[src/sv/bpid_pkg.sv]
// Shared types and constants for the breath peak interval detector.
package bpid_pkg;

   // Default widths of the sample and timestamp fields
   localparam int SAMPLE_BITS_DEFAULT = 16;
   localparam int TIME_BITS_DEFAULT   = 32;

   // Configuration register indexes
   localparam int CSR_ADDR_BITS = 2;
   localparam logic [CSR_ADDR_BITS-1:0] CSR_PEAK_THRESHOLD  = 2'd0;
   localparam logic [CSR_ADDR_BITS-1:0] CSR_NEGATIVE_PEAKS  = 2'd1;
   localparam logic [CSR_ADDR_BITS-1:0] CSR_MIN_INTERVAL_MS = 2'd2;

   // Configuration reset values
   localparam logic signed [15:0] THRESHOLD_RESET    = -16'sd614;
   localparam logic              NEGATIVE_RESET     = 1'b1;
   localparam logic [15:0]       MIN_INTERVAL_RESET = 16'd1000;

   // Rate: 60000 ms/min * 256 (Q8.8) / interval, saturated
   localparam int DIV_STEPS = 24;
   localparam logic [DIV_STEPS-1:0] RATE_NUMERATOR = 24'd15360000;
   localparam logic [15:0] RATE_MAX = 16'hFFFF;
   // Any interval at or below this gives a quotient above RATE_MAX
   localparam int unsigned SAT_INTERVAL = 15360000 / 65536;

   // Queue between the front and the rate unit
   localparam int QUEUE_DEPTH = 2;

   // One classified sample on its way to the rate unit
   typedef struct packed {
      logic        detected;
      logic [15:0] count;
      logic [31:0] interval;
   } bpid_entry_type;

   // Rate unit sequencer
   typedef enum logic [1:0] {
      ST_IDLE,
      ST_DIVIDE,
      ST_DONE
   } bpid_state_type;

endpackage

[src/sv/bpid_front.sv]
// Front end: configuration registers, sample window, peak detection and breath counting.
module bpid_front #(
   parameter int SAMPLE_BITS = bpid_pkg::SAMPLE_BITS_DEFAULT,
   parameter int TIME_BITS   = bpid_pkg::TIME_BITS_DEFAULT
) (
   input  logic                               clock,
   input  logic                               reset,
   // sample channel
   input  logic                               req_push,
   input  logic signed [SAMPLE_BITS-1:0]      req_sample,
   input  logic [TIME_BITS-1:0]               req_timestamp_ms,
   // configuration channel
   input  logic                               csr_valid,
   output logic                               csr_ready,
   input  logic [bpid_pkg::CSR_ADDR_BITS-1:0] csr_index,
   input  logic [15:0]                        csr_wdata,
   // toward the queue
   input  logic                               q_full,
   output logic                               q_push,
   output bpid_pkg::bpid_entry_type           q_wdata
);

   localparam int CmpBits = SAMPLE_BITS + 16;

   logic signed [15:0]            threshold_ff, threshold_in;
   logic                          negative_ff, negative_in;
   logic [15:0]                   min_interval_ff, min_interval_in;
   logic [SAMPLE_BITS-1:0]        older_ff, older_in;
   logic [SAMPLE_BITS-1:0]        middle_ff, middle_in;
   logic [TIME_BITS-1:0]          middle_time_ff, middle_time_in;
   logic                          armed_ff, armed_in;
   logic [TIME_BITS-1:0]          last_peak_ff, last_peak_in;
   logic [15:0]                   count_ff, count_in;
   logic [31:0]                   interval_ff, interval_in;

   logic                          accept;
   logic signed [CmpBits-1:0]     cur_x, old_x, nxt_x, thr_x;
   logic                          is_peak, rearm, detected;
   logic [TIME_BITS-1:0]          gap;
   logic [32:0]                   gap_wide;
   logic [32:0]                   min_wide;

   assign csr_ready = 1'b1;
   assign accept    = req_push && !q_full;

   // Sign-extended copies for the comparisons
   assign cur_x = {{16{middle_ff[SAMPLE_BITS-1]}}, middle_ff};
   assign old_x = {{16{older_ff[SAMPLE_BITS-1]}}, older_ff};
   assign nxt_x = {{16{req_sample[SAMPLE_BITS-1]}}, req_sample};
   assign thr_x = {{SAMPLE_BITS{threshold_ff[15]}}, threshold_ff};

   // Peak and rearm tests on the middle sample
   always_comb begin
      if (negative_ff) begin
         is_peak = (cur_x < old_x) && (cur_x < nxt_x) && (cur_x < thr_x);
         rearm   = cur_x > thr_x;
      end else begin
         is_peak = (cur_x > old_x) && (cur_x > nxt_x) && (cur_x > thr_x);
         rearm   = cur_x < thr_x;
      end
   end

   // Modular gap since the last stored peak
   assign gap      = middle_time_ff - last_peak_ff;
   assign gap_wide = {{(33 - TIME_BITS){1'b0}}, gap};
   assign min_wide = {17'd0, min_interval_ff};

   // Next state
   always_comb begin
      threshold_in    = threshold_ff;
      negative_in     = negative_ff;
      min_interval_in = min_interval_ff;
      older_in        = older_ff;
      middle_in       = middle_ff;
      middle_time_in  = middle_time_ff;
      armed_in        = armed_ff;
      last_peak_in    = last_peak_ff;
      count_in        = count_ff;
      interval_in     = interval_ff;
      detected        = 1'b0;

      if (csr_valid) begin
         unique case (csr_index)
            bpid_pkg::CSR_PEAK_THRESHOLD:  threshold_in    = csr_wdata;
            bpid_pkg::CSR_NEGATIVE_PEAKS:  negative_in     = csr_wdata[0];
            bpid_pkg::CSR_MIN_INTERVAL_MS: min_interval_in = csr_wdata;
            default: ;
         endcase
      end

      if (accept) begin
         if (is_peak) begin
            if (!armed_ff) begin
               armed_in = 1'b1;
               if (last_peak_ff != '0) begin
                  if (gap_wide > min_wide) begin
                     interval_in  = gap_wide[31:0];
                     count_in     = count_ff + 16'd1;
                     detected     = 1'b1;
                     last_peak_in = middle_time_ff;
                  end
               end else begin
                  last_peak_in = middle_time_ff;
               end
            end
         end else if (rearm) begin
            armed_in = 1'b0;
         end
         older_in       = middle_ff;
         middle_in      = req_sample;
         middle_time_in = req_timestamp_ms;
      end
   end

   // Result beat toward the rate unit
   assign q_push            = accept;
   assign q_wdata.detected  = detected;
   assign q_wdata.count     = count_in;
   assign q_wdata.interval  = interval_in;

   always_ff @(posedge clock) begin
      if (reset) begin
         threshold_ff    <= bpid_pkg::THRESHOLD_RESET;
         negative_ff     <= bpid_pkg::NEGATIVE_RESET;
         min_interval_ff <= bpid_pkg::MIN_INTERVAL_RESET;
         older_ff        <= '0;
         middle_ff       <= '0;
         middle_time_ff  <= '0;
         armed_ff        <= 1'b0;
         last_peak_ff    <= '0;
         count_ff        <= '0;
         interval_ff     <= '0;
      end else begin
         threshold_ff    <= threshold_in;
         negative_ff     <= negative_in;
         min_interval_ff <= min_interval_in;
         older_ff        <= older_in;
         middle_ff       <= middle_in;
         middle_time_ff  <= middle_time_in;
         armed_ff        <= armed_in;
         last_peak_ff    <= last_peak_in;
         count_ff        <= count_in;
         interval_ff     <= interval_in;
      end
   end

endmodule

[src/sv/bpid_queue.sv]
// Short queue of classified samples between the front end and the rate unit.
module bpid_queue (
   input  logic                     clock,
   input  logic                     reset,
   input  logic                     push,
   input  bpid_pkg::bpid_entry_type wdata,
   output logic                     full,
   input  logic                     pop,
   output bpid_pkg::bpid_entry_type rdata,
   output logic                     empty
);

   localparam int Depth   = bpid_pkg::QUEUE_DEPTH;
   localparam int PtrBits = (Depth > 1) ? $clog2(Depth) : 1;

   bpid_pkg::bpid_entry_type mem_ff [Depth];
   logic [PtrBits-1:0]       wr_ptr_ff, wr_ptr_in;
   logic [PtrBits-1:0]       rd_ptr_ff, rd_ptr_in;
   logic [PtrBits:0]         fill_ff, fill_in;
   logic                     do_push, do_pop;

   assign full    = fill_ff == (PtrBits + 1)'(Depth);
   assign empty   = fill_ff == '0;
   assign do_push = push && !full;
   assign do_pop  = pop && !empty;
   assign rdata   = mem_ff[rd_ptr_ff];

   // Pointer wrap and fill tracking
   always_comb begin
      wr_ptr_in = wr_ptr_ff;
      rd_ptr_in = rd_ptr_ff;
      fill_in   = fill_ff;
      if (do_push) begin
         wr_ptr_in = (wr_ptr_ff == PtrBits'(Depth - 1)) ? '0 : wr_ptr_ff + 1'b1;
      end
      if (do_pop) begin
         rd_ptr_in = (rd_ptr_ff == PtrBits'(Depth - 1)) ? '0 : rd_ptr_ff + 1'b1;
      end
      if (do_push && !do_pop) begin
         fill_in = fill_ff + 1'b1;
      end else if (do_pop && !do_push) begin
         fill_in = fill_ff - 1'b1;
      end
   end

   always_ff @(posedge clock) begin
      if (reset) begin
         wr_ptr_ff <= '0;
         rd_ptr_ff <= '0;
         fill_ff   <= '0;
      end else begin
         wr_ptr_ff <= wr_ptr_in;
         rd_ptr_ff <= rd_ptr_in;
         fill_ff   <= fill_in;
      end
   end

   // Storage
   always_ff @(posedge clock) begin
      if (do_push) begin
         mem_ff[wr_ptr_ff] <= wdata;
      end
   end

endmodule

[src/sv/bpid_rate.sv]
// Rate unit: bit-serial divide for the breath rate and the result output register.
module bpid_rate (
   input  logic                     clock,
   input  logic                     reset,
   // from the queue
   input  logic                     q_empty,
   input  bpid_pkg::bpid_entry_type q_rdata,
   output logic                     q_pop,
   // result channel
   output logic                     rsp_empty,
   input  logic                     rsp_pop,
   output logic                     rsp_breath_detected,
   output logic [15:0]              rsp_breath_count,
   output logic [31:0]              rsp_latest_interval_ms,
   output logic [15:0]              rsp_breath_rate_q8
);

   localparam int Steps    = bpid_pkg::DIV_STEPS;
   localparam int StepBits = $clog2(Steps);

   bpid_pkg::bpid_state_type state_ff, state_in;
   bpid_pkg::bpid_entry_type entry_ff, entry_in;
   bpid_pkg::bpid_entry_type out_entry_ff, out_entry_in;
   logic [15:0]              rate_ff, rate_in;
   logic [15:0]              out_rate_ff, out_rate_in;
   logic                     out_valid_ff, out_valid_in;
   logic [Steps-1:0]         dividend_ff, dividend_in;
   logic [31:0]              rem_ff, rem_in;
   logic [StepBits-1:0]      step_ff, step_in;

   logic                     load, out_load, last_step, short_path;
   logic [32:0]              trial, diff;
   logic                     ge;

   // A beat skips the divide when fewer than two breaths or the rate saturates
   assign short_path = (q_rdata.count < 16'd2)
                    || (q_rdata.interval <= 32'(bpid_pkg::SAT_INTERVAL));
   assign last_step  = step_ff == StepBits'(Steps - 1);

   // One restoring division step
   assign trial = {rem_ff, dividend_ff[Steps-1]};
   assign diff  = trial - {1'b0, entry_ff.interval};
   assign ge    = !diff[32];

   // Next state
   always_comb begin
      state_in = state_ff;
      unique case (state_ff)
         bpid_pkg::ST_IDLE: begin
            if (!q_empty) begin
               state_in = short_path ? bpid_pkg::ST_DONE : bpid_pkg::ST_DIVIDE;
            end
         end
         bpid_pkg::ST_DIVIDE: begin
            if (last_step) begin
               state_in = bpid_pkg::ST_DONE;
            end
         end
         bpid_pkg::ST_DONE: begin
            if (!out_valid_ff || rsp_pop) begin
               state_in = bpid_pkg::ST_IDLE;
            end
         end
         default: state_in = bpid_pkg::ST_IDLE;
      endcase
   end

   // Control outputs
   always_comb begin
      load     = 1'b0;
      out_load = 1'b0;
      unique case (state_ff)
         bpid_pkg::ST_IDLE:   load     = !q_empty;
         bpid_pkg::ST_DIVIDE: ;
         bpid_pkg::ST_DONE:   out_load = !out_valid_ff || rsp_pop;
         default: ;
      endcase
   end

   assign q_pop = load;

   // Datapath
   always_comb begin
      entry_in     = entry_ff;
      rate_in      = rate_ff;
      dividend_in  = dividend_ff;
      rem_in       = rem_ff;
      step_in      = step_ff;
      out_entry_in = out_entry_ff;
      out_rate_in  = out_rate_ff;
      out_valid_in = out_valid_ff;

      if (load) begin
         entry_in    = q_rdata;
         rate_in     = (q_rdata.count < 16'd2) ? 16'd0 : bpid_pkg::RATE_MAX;
         dividend_in = bpid_pkg::RATE_NUMERATOR;
         rem_in      = '0;
         step_in     = '0;
      end

      if (state_ff == bpid_pkg::ST_DIVIDE) begin
         rem_in      = ge ? diff[31:0] : trial[31:0];
         dividend_in = {dividend_ff[Steps-2:0], ge};
         step_in     = step_ff + 1'b1;
         if (last_step) begin
            rate_in = dividend_in[15:0];
         end
      end

      if (rsp_pop && out_valid_ff) begin
         out_valid_in = 1'b0;
      end
      if (out_load) begin
         out_entry_in = entry_ff;
         out_rate_in  = rate_ff;
         out_valid_in = 1'b1;
      end
   end

   always_ff @(posedge clock) begin
      if (reset) begin
         state_ff     <= bpid_pkg::ST_IDLE;
         out_valid_ff <= 1'b0;
      end else begin
         state_ff     <= state_in;
         out_valid_ff <= out_valid_in;
      end
   end

   always_ff @(posedge clock) begin
      entry_ff     <= entry_in;
      rate_ff      <= rate_in;
      dividend_ff  <= dividend_in;
      rem_ff       <= rem_in;
      step_ff      <= step_in;
      out_entry_ff <= out_entry_in;
      out_rate_ff  <= out_rate_in;
   end

   assign rsp_empty              = !out_valid_ff;
   assign rsp_breath_detected    = out_entry_ff.detected;
   assign rsp_breath_count       = out_entry_ff.count;
   assign rsp_latest_interval_ms = out_entry_ff.interval;
   assign rsp_breath_rate_q8     = out_rate_ff;

endmodule

[src/sv/breath_peak_interval_detector.sv]
// Top level of the breath peak interval detector.
//
// Samples enter on a queue-style port: a beat is taken when req_push is high
// and req_full low. The front end tests the middle of a three-sample window
// for a peak, counts breaths and passes one entry per sample into a two-deep
// queue. The rate unit divides 15360000 by the latest interval one quotient
// bit per cycle and places the result in an output register.
// Results leave on a queue-style port: rsp_empty low means a result is shown,
// rsp_pop high takes it.
// No divide is needed when fewer than two breaths are counted or the rate
// saturates. Sustained throughput for samples that need the divide is set
// by the serial divider, which loads an entry, runs 24 divide steps and
// loads the output register before it takes the next entry; the front end
// takes a sample per cycle until the queue fills.
// While the receiver stalls the result register holds, the rate unit waits
// with its next result, and req_full rises once the queue is full.
// Configuration writes (csr_valid, always ready) go straight to the front end.
// Synchronous reset restores register defaults and empties the pipeline.
module breath_peak_interval_detector #(
   parameter int SAMPLE_BITS = bpid_pkg::SAMPLE_BITS_DEFAULT,
   parameter int TIME_BITS   = bpid_pkg::TIME_BITS_DEFAULT
) (
   input  logic                               clock,
   input  logic                               reset,
   input  logic                               req_push,
   output logic                               req_full,
   input  logic signed [SAMPLE_BITS-1:0]      req_sample,
   input  logic [TIME_BITS-1:0]               req_timestamp_ms,
   output logic                               rsp_empty,
   input  logic                               rsp_pop,
   output logic                               rsp_breath_detected,
   output logic [15:0]                        rsp_breath_count,
   output logic [31:0]                        rsp_latest_interval_ms,
   output logic [15:0]                        rsp_breath_rate_q8,
   input  logic                               csr_valid,
   output logic                               csr_ready,
   input  logic [bpid_pkg::CSR_ADDR_BITS-1:0] csr_index,
   input  logic [15:0]                        csr_wdata
);

   logic                     q_push, q_pop, q_full, q_empty;
   bpid_pkg::bpid_entry_type q_wdata, q_rdata;

   assign req_full = q_full;

   bpid_front #(
      .SAMPLE_BITS (SAMPLE_BITS),
      .TIME_BITS   (TIME_BITS)
   ) u_front (
      .clock            (clock),
      .reset            (reset),
      .req_push         (req_push),
      .req_sample       (req_sample),
      .req_timestamp_ms (req_timestamp_ms),
      .csr_valid        (csr_valid),
      .csr_ready        (csr_ready),
      .csr_index        (csr_index),
      .csr_wdata        (csr_wdata),
      .q_full           (q_full),
      .q_push           (q_push),
      .q_wdata          (q_wdata)
   );

   bpid_queue u_queue (
      .clock (clock),
      .reset (reset),
      .push  (q_push),
      .wdata (q_wdata),
      .full  (q_full),
      .pop   (q_pop),
      .rdata (q_rdata),
      .empty (q_empty)
   );

   bpid_rate u_rate (
      .clock                  (clock),
      .reset                  (reset),
      .q_empty                (q_empty),
      .q_rdata                (q_rdata),
      .q_pop                  (q_pop),
      .rsp_empty              (rsp_empty),
      .rsp_pop                (rsp_pop),
      .rsp_breath_detected    (rsp_breath_detected),
      .rsp_breath_count       (rsp_breath_count),
      .rsp_latest_interval_ms (rsp_latest_interval_ms),
      .rsp_breath_rate_q8     (rsp_breath_rate_q8)
   );

endmodule

[config.mk]
export PLATFORM = sky130hd
export DESIGN_NAME = breath_peak_interval_detector
export DESIGN_NICKNAME = d
export VERILOG_FILES = /design/src/sv/bpid_pkg.sv /design/src/sv/bpid_front.sv /design/src/sv/bpid_queue.sv /design/src/sv/bpid_rate.sv /design/src/sv/breath_peak_interval_detector.sv
export SDC_FILE = /design/constraint.sdc
export NUM_CORES = 1
export LEC_CHECK = 0
export ABC_AREA = 1
export BUFFER_PORTS_ARGS = -buffer_cell sky130_fd_sc_hd__clkbuf_2
export CELL_PAD_IN_SITES_DETAIL_PLACEMENT = 0
export CELL_PAD_IN_SITES_GLOBAL_PLACEMENT = 1
export CORE_MARGIN = 2
export CORE_UTILIZATION = 42
export CTS_BUF_LIST = sky130_fd_sc_hd__clkbuf_8 sky130_fd_sc_hd__clkbuf_16
export CTS_CLUSTER_DIAMETER = 200
export CTS_CLUSTER_SIZE = 28
export DETAILED_ROUTE_END_ITERATION = 10
export GPL_TIMING_DRIVEN = 1
export PLACE_DENSITY = 0.85
export SYNTH_ARGS = -nofsm -noshare
export SYNTH_HDL_FRONTEND = slang
export SYNTH_SLANG_ARGS = --single-unit
export TNS_END_PERCENT = 20
[constraint.sdc]
create_clock -name clock -period 5.9 [get_ports clock]
set_clock_uncertainty 0.05 [all_clocks]
set_input_delay 0 -clock clock [delete_from_list [all_inputs] [get_ports clock]]
set_output_delay 0 -clock clock [all_outputs]
set_load 0.005 [all_outputs]
Word-level counts from Yosys, hierarchy flattened
Memories as Yosys holds them, arrays and structs flattened. A register that Yosys moved wholly into a read port is not among the register bits.
Index checks and enable logic that the tools add are counted.
{ "classes": {"n_addsub": 8, "n_reduce_logical": 32, "mux": 49, "bitwise_logic": 1, "order_cmp": 9, "n_eq_ne": 10} }
{ "op_table": {"columns": ["operator", "n"], "rows": [
  ["$mux W32", 10],
  ["$mux W16", 9],
  ["$gt A16 B16 Y1", 3],
  ["$lt A16 B16 Y1", 3],
  ["$mux W24", 2],
  ["$sub A33 B32 Y33", 1],
  ["$gt A32 B16 Y1", 1],
  ["$le A32 B8 Y1 const B", 1],
  ["$reduce_bool A32 Y1", 1],
  ["$sub A32 B32 Y32", 1],
  ["$mux W1", 19],
  ["$add A16 B1 Y16 const B", 1],
  ["$lt A16 B2 Y1 const B", 1],
  ["$mux W2", 6],
  ["$logic_and A1 B1 Y1", 10],
  ["$mux W5", 2],
  ["$reduce_and A2 Y1", 4],
  ["$reduce_bool A2 Y1", 4],
  ["$eq A2 B2 Y1 const B", 3],
  ["$logic_not A1 Y1", 6],
  ["$logic_not A2 Y1", 3],
  ["$pmux W2 S3", 1],
  ["$add A5 B1 Y5 const B", 1],
  ["$eq A5 B5 Y1 const B", 1],
  ["other kinds (10)", 15]
]} }
{ "totals": {"input_bits": 71, "register_bits": 376, "n_memories": 1, "ramBits": 98, "out_inout_bits": 68, "elab_cells": 136} }
{ "memory_table": {"columns": ["memory", "depth", "word_bits", "read_ports", "rd_ports_with_merged_regs", "wr", "line", "source"], "rows": [
  ["u_queue.mem_ff", 2, 49, 1, 1, 1, "bpid_queue.sv:16", "bpid_pkg::bpid_entry_type mem_ff [Depth];"]
]} }

Depth between registers and ports, before layout
{ "depth": {"word_depth": 8, "mapped_depth": 29, "depth_no_buf": 29} }

Hierarchy
Synthesis repeated with hierarchy kept, for this count alone.
{ "unflattened": {"hier_cells": 3067, "area_unflattened_um2": 25207.9} }
{ "by_module_without_submodules": {"columns": ["module", "area_each_um2", "seq_area_each_um2", "cells_each", "n_inst"], "rows": [
  ["bpid_front", 11667.4, 3563.4, 1796, 1],
  ["bpid_rate", 9713.1, 5635.4, 1082, 1],
  ["bpid_queue", 3827.4, 3042.9, 189, 1]
]} }

Worst setup path after synthesis
Ideal clock, no wire load.
{ "synth_timing": {"path_kind": "flip-flop to flip-flop", "startpoint": "reg u_rate.state_ff[1]", "endpoint": "reg u_rate.dividend_ff[0], enable pin", "stages_incl_launch_ff": 7, "period_less_slack_ns": 5.708, "n_path_buf": 1, "arrival_ns": 5.237, "setup_ns": 0.420, "setup_slack_ns": 0.192, "t_required_ns": 5.430, "path_cell_list": "dfxtp_1 -> nor2_1 -> inv_1 -> nor2_1 -> clkinv_1 -> clkbuf_1 -> nand2_1"} }
{ "synth_between": {"elab_chain_cells": 3, "elab_cells_between_ends": 4, "classes_between": "eq/ne: 1; mux: 1; reduce/logical: 2"} }
{ "synth_rtl": {"columns": ["element", "line", "source"], "rows": [
  ["start: declaration", "bpid_rate.sv:21", "bpid_pkg::bpid_state_type state_ff, state_in;"],
  ["start signal: assignment", "bpid_rate.sv:122", "state_ff <= bpid_pkg::ST_IDLE;"],
  ["start signal: assignment", "bpid_rate.sv:125", "state_ff <= state_in;"],
  ["$logic_not A2 Y1", "bpid_rate.sv:72", "unique case (state_ff)"],
  ["$mux W1", "bpid_rate.sv:72", null],
  ["named net q_pop", "breath_peak_interval_detector.sv:41", "logic q_push, q_pop, q_full, q_empty;"],
  ["$reduce_bool A2 Y1 (no source line)", null, null],
  ["end signal: assignment", "bpid_rate.sv:133", "dividend_ff <= dividend_in;"],
  ["end: declaration", "bpid_rate.sv:27", "logic [Steps-1:0] dividend_ff, dividend_in;"]
]} }
The timed path passes the listed nets, and every way through them passes these cells.
A chain may end at the register's enable or synchronous reset.

Final worst setup path
{ "layout_timing": {"startpoint": "reg u_front.middle_time_ff[0]", "endpoint": "reg u_front.last_peak_ff[17]"} }
{ "layout_between": {"elab_chain_cells": 4} }
{ "layout_rtl": {"columns": ["element", "line", "source"], "rows": [
  ["start: declaration", "bpid_front.sv:30", "logic [TIME_BITS-1:0] middle_time_ff, middle_time_in;"],
  ["start signal: assignment", "bpid_front.sv:139", "middle_time_ff <= middle_time_in;"],
  ["$sub A32 B32 Y32", "bpid_front.sv:64", "assign gap = middle_time_ff - last_peak_ff;"],
  ["$gt A32 B16 Y1", "bpid_front.sv:96", "if (gap_wide > min_wide) begin"],
  ["$ne A2 B2 Y1 (no source line)", null, null],
  ["$reduce_and A4 Y1 (no source line)", null, null],
  ["end signal: assignment", "bpid_front.sv:141", "last_peak_ff <= last_peak_in;"],
  ["end: declaration", "bpid_front.sv:32", "logic [TIME_BITS-1:0] last_peak_ff, last_peak_in;"]
]} }
No other way between the ends.

==> flow_summary.ini <==
[clock_network]
clock_latency_ns = 0.58
cts_resized = 0
clockBufferDepth = 3
cts_made_buffers = 20
clkSlewWorstSetupHoldPaths_ns = 0.12
cts_tree = built
htreeDepth = 1
ctsHoldBuffers = 82
root_buffer = clkbuf_16
postCtsSetupBuffers = 0
clock-sinks = 475

[finish]
multi_input_area_um2 = 9419
fill_cells = 5230
seq_area_um2 = 12240
syn_to_final_growth_pct = 11.80
fin_cells = 3654
drive_gt1_share_pct = 8.603
nets = 3097
num_antenna_cells = 0

[power_and_ir_drop]
max-vdd-ir-drop_mv = 0.2640
p_leak_nw = 11.85
swShare_pct = 42.75
internal_power_mw = 7.290
p_seq_share_pct = 40.7
p_comb_share_pct = 46.4
p_per_area_nw_per_um2 = 484.2
pwr-share-clk_pct = 12.8
power_switching_mw = 5.443

[global_route]
grt_usage_pct = 18.38
antenna_found_initial = 0
gr-total-overflow = 0
grt_pass1_vias = 17109
gr-max-usage-layer = met2
grt_use_met3_pct = 1.922
grt_pass1_wl_um = 86110
grt_max_degree = 101
grt_util_met2_pct = 32.39
met1_usage_pct = 24.73

[die]
dieWidth_um = 240.7
die_h_um = 240.7
io_pins = 139
initial_core_util_pct = 42.62
row_count = 86
die_area_um2 = 57920
core_area_um2 = 55200

[drt]
wl_per_cell_um = 14.58
wl_um = 53280
drc_errors = 0
drt-initial-drc-count = 905
firstDrtPassIters = 6
vias = 17874
postRouteAntennaNets = 0
avgViaCountPerCell = 4.892

[worst_setup_path]
path_depth = 25
path_buf_inv = 4
r2r-start = u_front.middle_time_ff[0]
cp.required_ns = 6.35
critical-path-top-delay-family = simple AND/OR/NAND/NOR gates
cpMostUsedCell = nand2_1
cp.arrival_ns = 5.02
end_kind = flip-flop
path_class = reg -> reg
critPathLaunch = u_front.middle_time_ff[0]
critPathMaxStageDelay_ns = 0.60
ff2ff_path_depth = 25
worstSetupStartpointType = flip-flop
crit_fanout = 56
cp_slowest_cell = nand2_2

[logic_synthesis]
synth.area.top_cells = edfxtp_1, dfxtp_1, nand2_1
synth.most_common_cell = nand2_1
syn-num-nets = 2921
synth_area_leader_cell = edfxtp_1
ys_seq_elements = 475
yosysWarnings = 0
synthArstFlopShare_pct = 0
synth_cell_types = 50
synth_top_area_share_pct = 34.85
syn_avg_cell_area_um2 = 8.655
syn_area_um2 = 23520
syn_inst = 2718
yosys_most_used_dff = edfxtp_1
ys_seq_area_share_pct = 52.04
synth_enable_flop_cells = 273
ys_top_cells_by_count = nand2_1, inv_1, edfxtp_1

[sta]
rsz0062_at_grt = no
tightestPinTransition_ns = 1.182
drv_slew = 0
slew_headroom_pct = 21.22
fmaxAchievable_mhz = 218.4
period_minus_slack_ns = 4.579
setup_violations = 0
finalCritPeriodShare_pct = 77.60
final.setup.tns_ns = 0
final-hold-violation-count = 0

[placement]
numPortBuffers = 137
gp_congestion = 0.9124
place_hpwl_um = 39670
place_inst = 3538

[run_status]
status = finished clean

[worst_hold_path]
hold_path_depth = 4
hold_path_class = in -> reg
hp-start = req_timestamp_ms[25]

[flow_run]
cap_violations = 0
registers in the layout, indices dropped and copies added (netlist names), 2 cells and up, named ones only:
name / count
u_rate.rsp_latest_interval_ms: 32
u_rate.dividend_ff: 24
u_front.last_peak_ff: 32
u_front.middle_ff: 16
u_rate.rsp_breath_count: 16
u_queue.mem_ff: 98
u_front.middle_time_ff: 32
u_rate.rate_ff: 16
u_front.min_interval_ff: 16
u_rate.state_ff: 2
u_rate.step_ff: 5
u_rate.rem_ff: 32
u_queue.fill_ff: 2
u_rate.entry_ff: 49
u_front.count_ff: 16
u_rate.rsp_breath_rate_q8: 16
u_front.interval_ff: 32
u_front.threshold_ff: 16
u_front.older_ff: 16
layout make-up:
type / instances / share of cell area, %
multi-input cells: 1758 / 35.81
well taps: 748 / 3.559
flip-flops and latches: 475 / 46.55
clock buffers: 20 / 1.903
inverters: 406 / 5.799
repair buffers: 233 / 6.128
clock inverters: 14 / 0.2474
metrics by stage:
| stage | setup slack, ns | power, mW | hold WS, ns | utilization [%] | cell area, um2 |
|---|---|---|---|---|---|
| finish | 1.321 | 12.73 | 0.1550 | 47.64 | 26300 |
| global route | 0.7525 | 13.84 | 0.1634 | 47.64 | 26300 |
| CTS | 1.296 | 12.80 | 0.1299 | 47.64 | 26300 |
| detailed placement | 1.326 | 11.12 | 0.2085 | 45.13 | 24910 |
| global placement | 1.503 | 10.99 | 0.1980 | 45.13 | 24910 |
| floorplan | 0.1924 | 9.502 | 0.08038 | - | 23520 |
layout by cell type, fill, tap and decap left out, types with 20 or more instances in the layout:
| cell | n |
|---|---|
| nand2_1 | 621 |
| edfxtp_1 | 273 |
| ha_1 | 130 |
| a21oi_1 | 242 |
| o21ai_2 | 24 |
| or2_2 | 26 |
| clkbuf_16 | 20 |
| clkbuf_2 | 137 |
| xor2_1 | 31 |
| nor2_1 | 246 |
| dfxtp_1 | 201 |
| nand3_1 | 65 |
| nor4_1 | 21 |
| dlygate4sd3_1 | 82 |
| inv_1 | 412 |
| o21ai_0 | 186 |
worst min-delay path, delay by kind of cell:
family | cells | cell delay (ns)
and+or+nand+nor | 1 | 0.07
AOI/OAI and AO/OA | 1 | 0.07
buffers and inverters | 2 | 0.61
kinds of logic after synthesis:
| kind of cell | Yosys count | synth area share [%] |
|---|---|---|
| AOI/OAI and AO/OA | 507 | 11.74 |
| xor gates and xnor gates | 48 | 1.819 |
| adders and majority gates | 132 | 7.085 |
| buffers and inverters | 485 | 8.127 |
| DFF | 475 | 52.04 |
| muxes | 14 | 0.5957 |
| other | 1 | 0.01594 |
| and+or+nand+nor | 1056 | 18.57 |
worst paths after layout:
path | slack, ns | to
min | 0.15 | u_front.middle_time_ff[25]
min reg2reg | 0.37 | u_rate.rsp_breath_count[8]
max reg2reg | 1.32 | u_front.last_peak_ff[17]
max | 1.32 | u_front.last_peak_ff[17]
layer usage:
metal	share of wire [%]	up-vias	wire [um]
li1	-	9244	-
met1	47	8309	25140
met2	48	274	25570
met3	3.4	47	1812
met4	1.4	0	762
met5	0	-	0
power by group through the flow:
stage | clock [mW] | combinational [mW] | sequential (mW)
after floorplan | 0 | 4.45 | 5.06
after global placement | 0 | 5.76 | 5.23
after detailed placement | 0 | 5.86 | 5.26
after CTS | 1.69 | 5.93 | 5.19
after global routing | 1.80 | 6.76 | 5.28
final | 1.64 | 5.91 | 5.18
No activity file was read; power rests on OpenSTA's default activity.
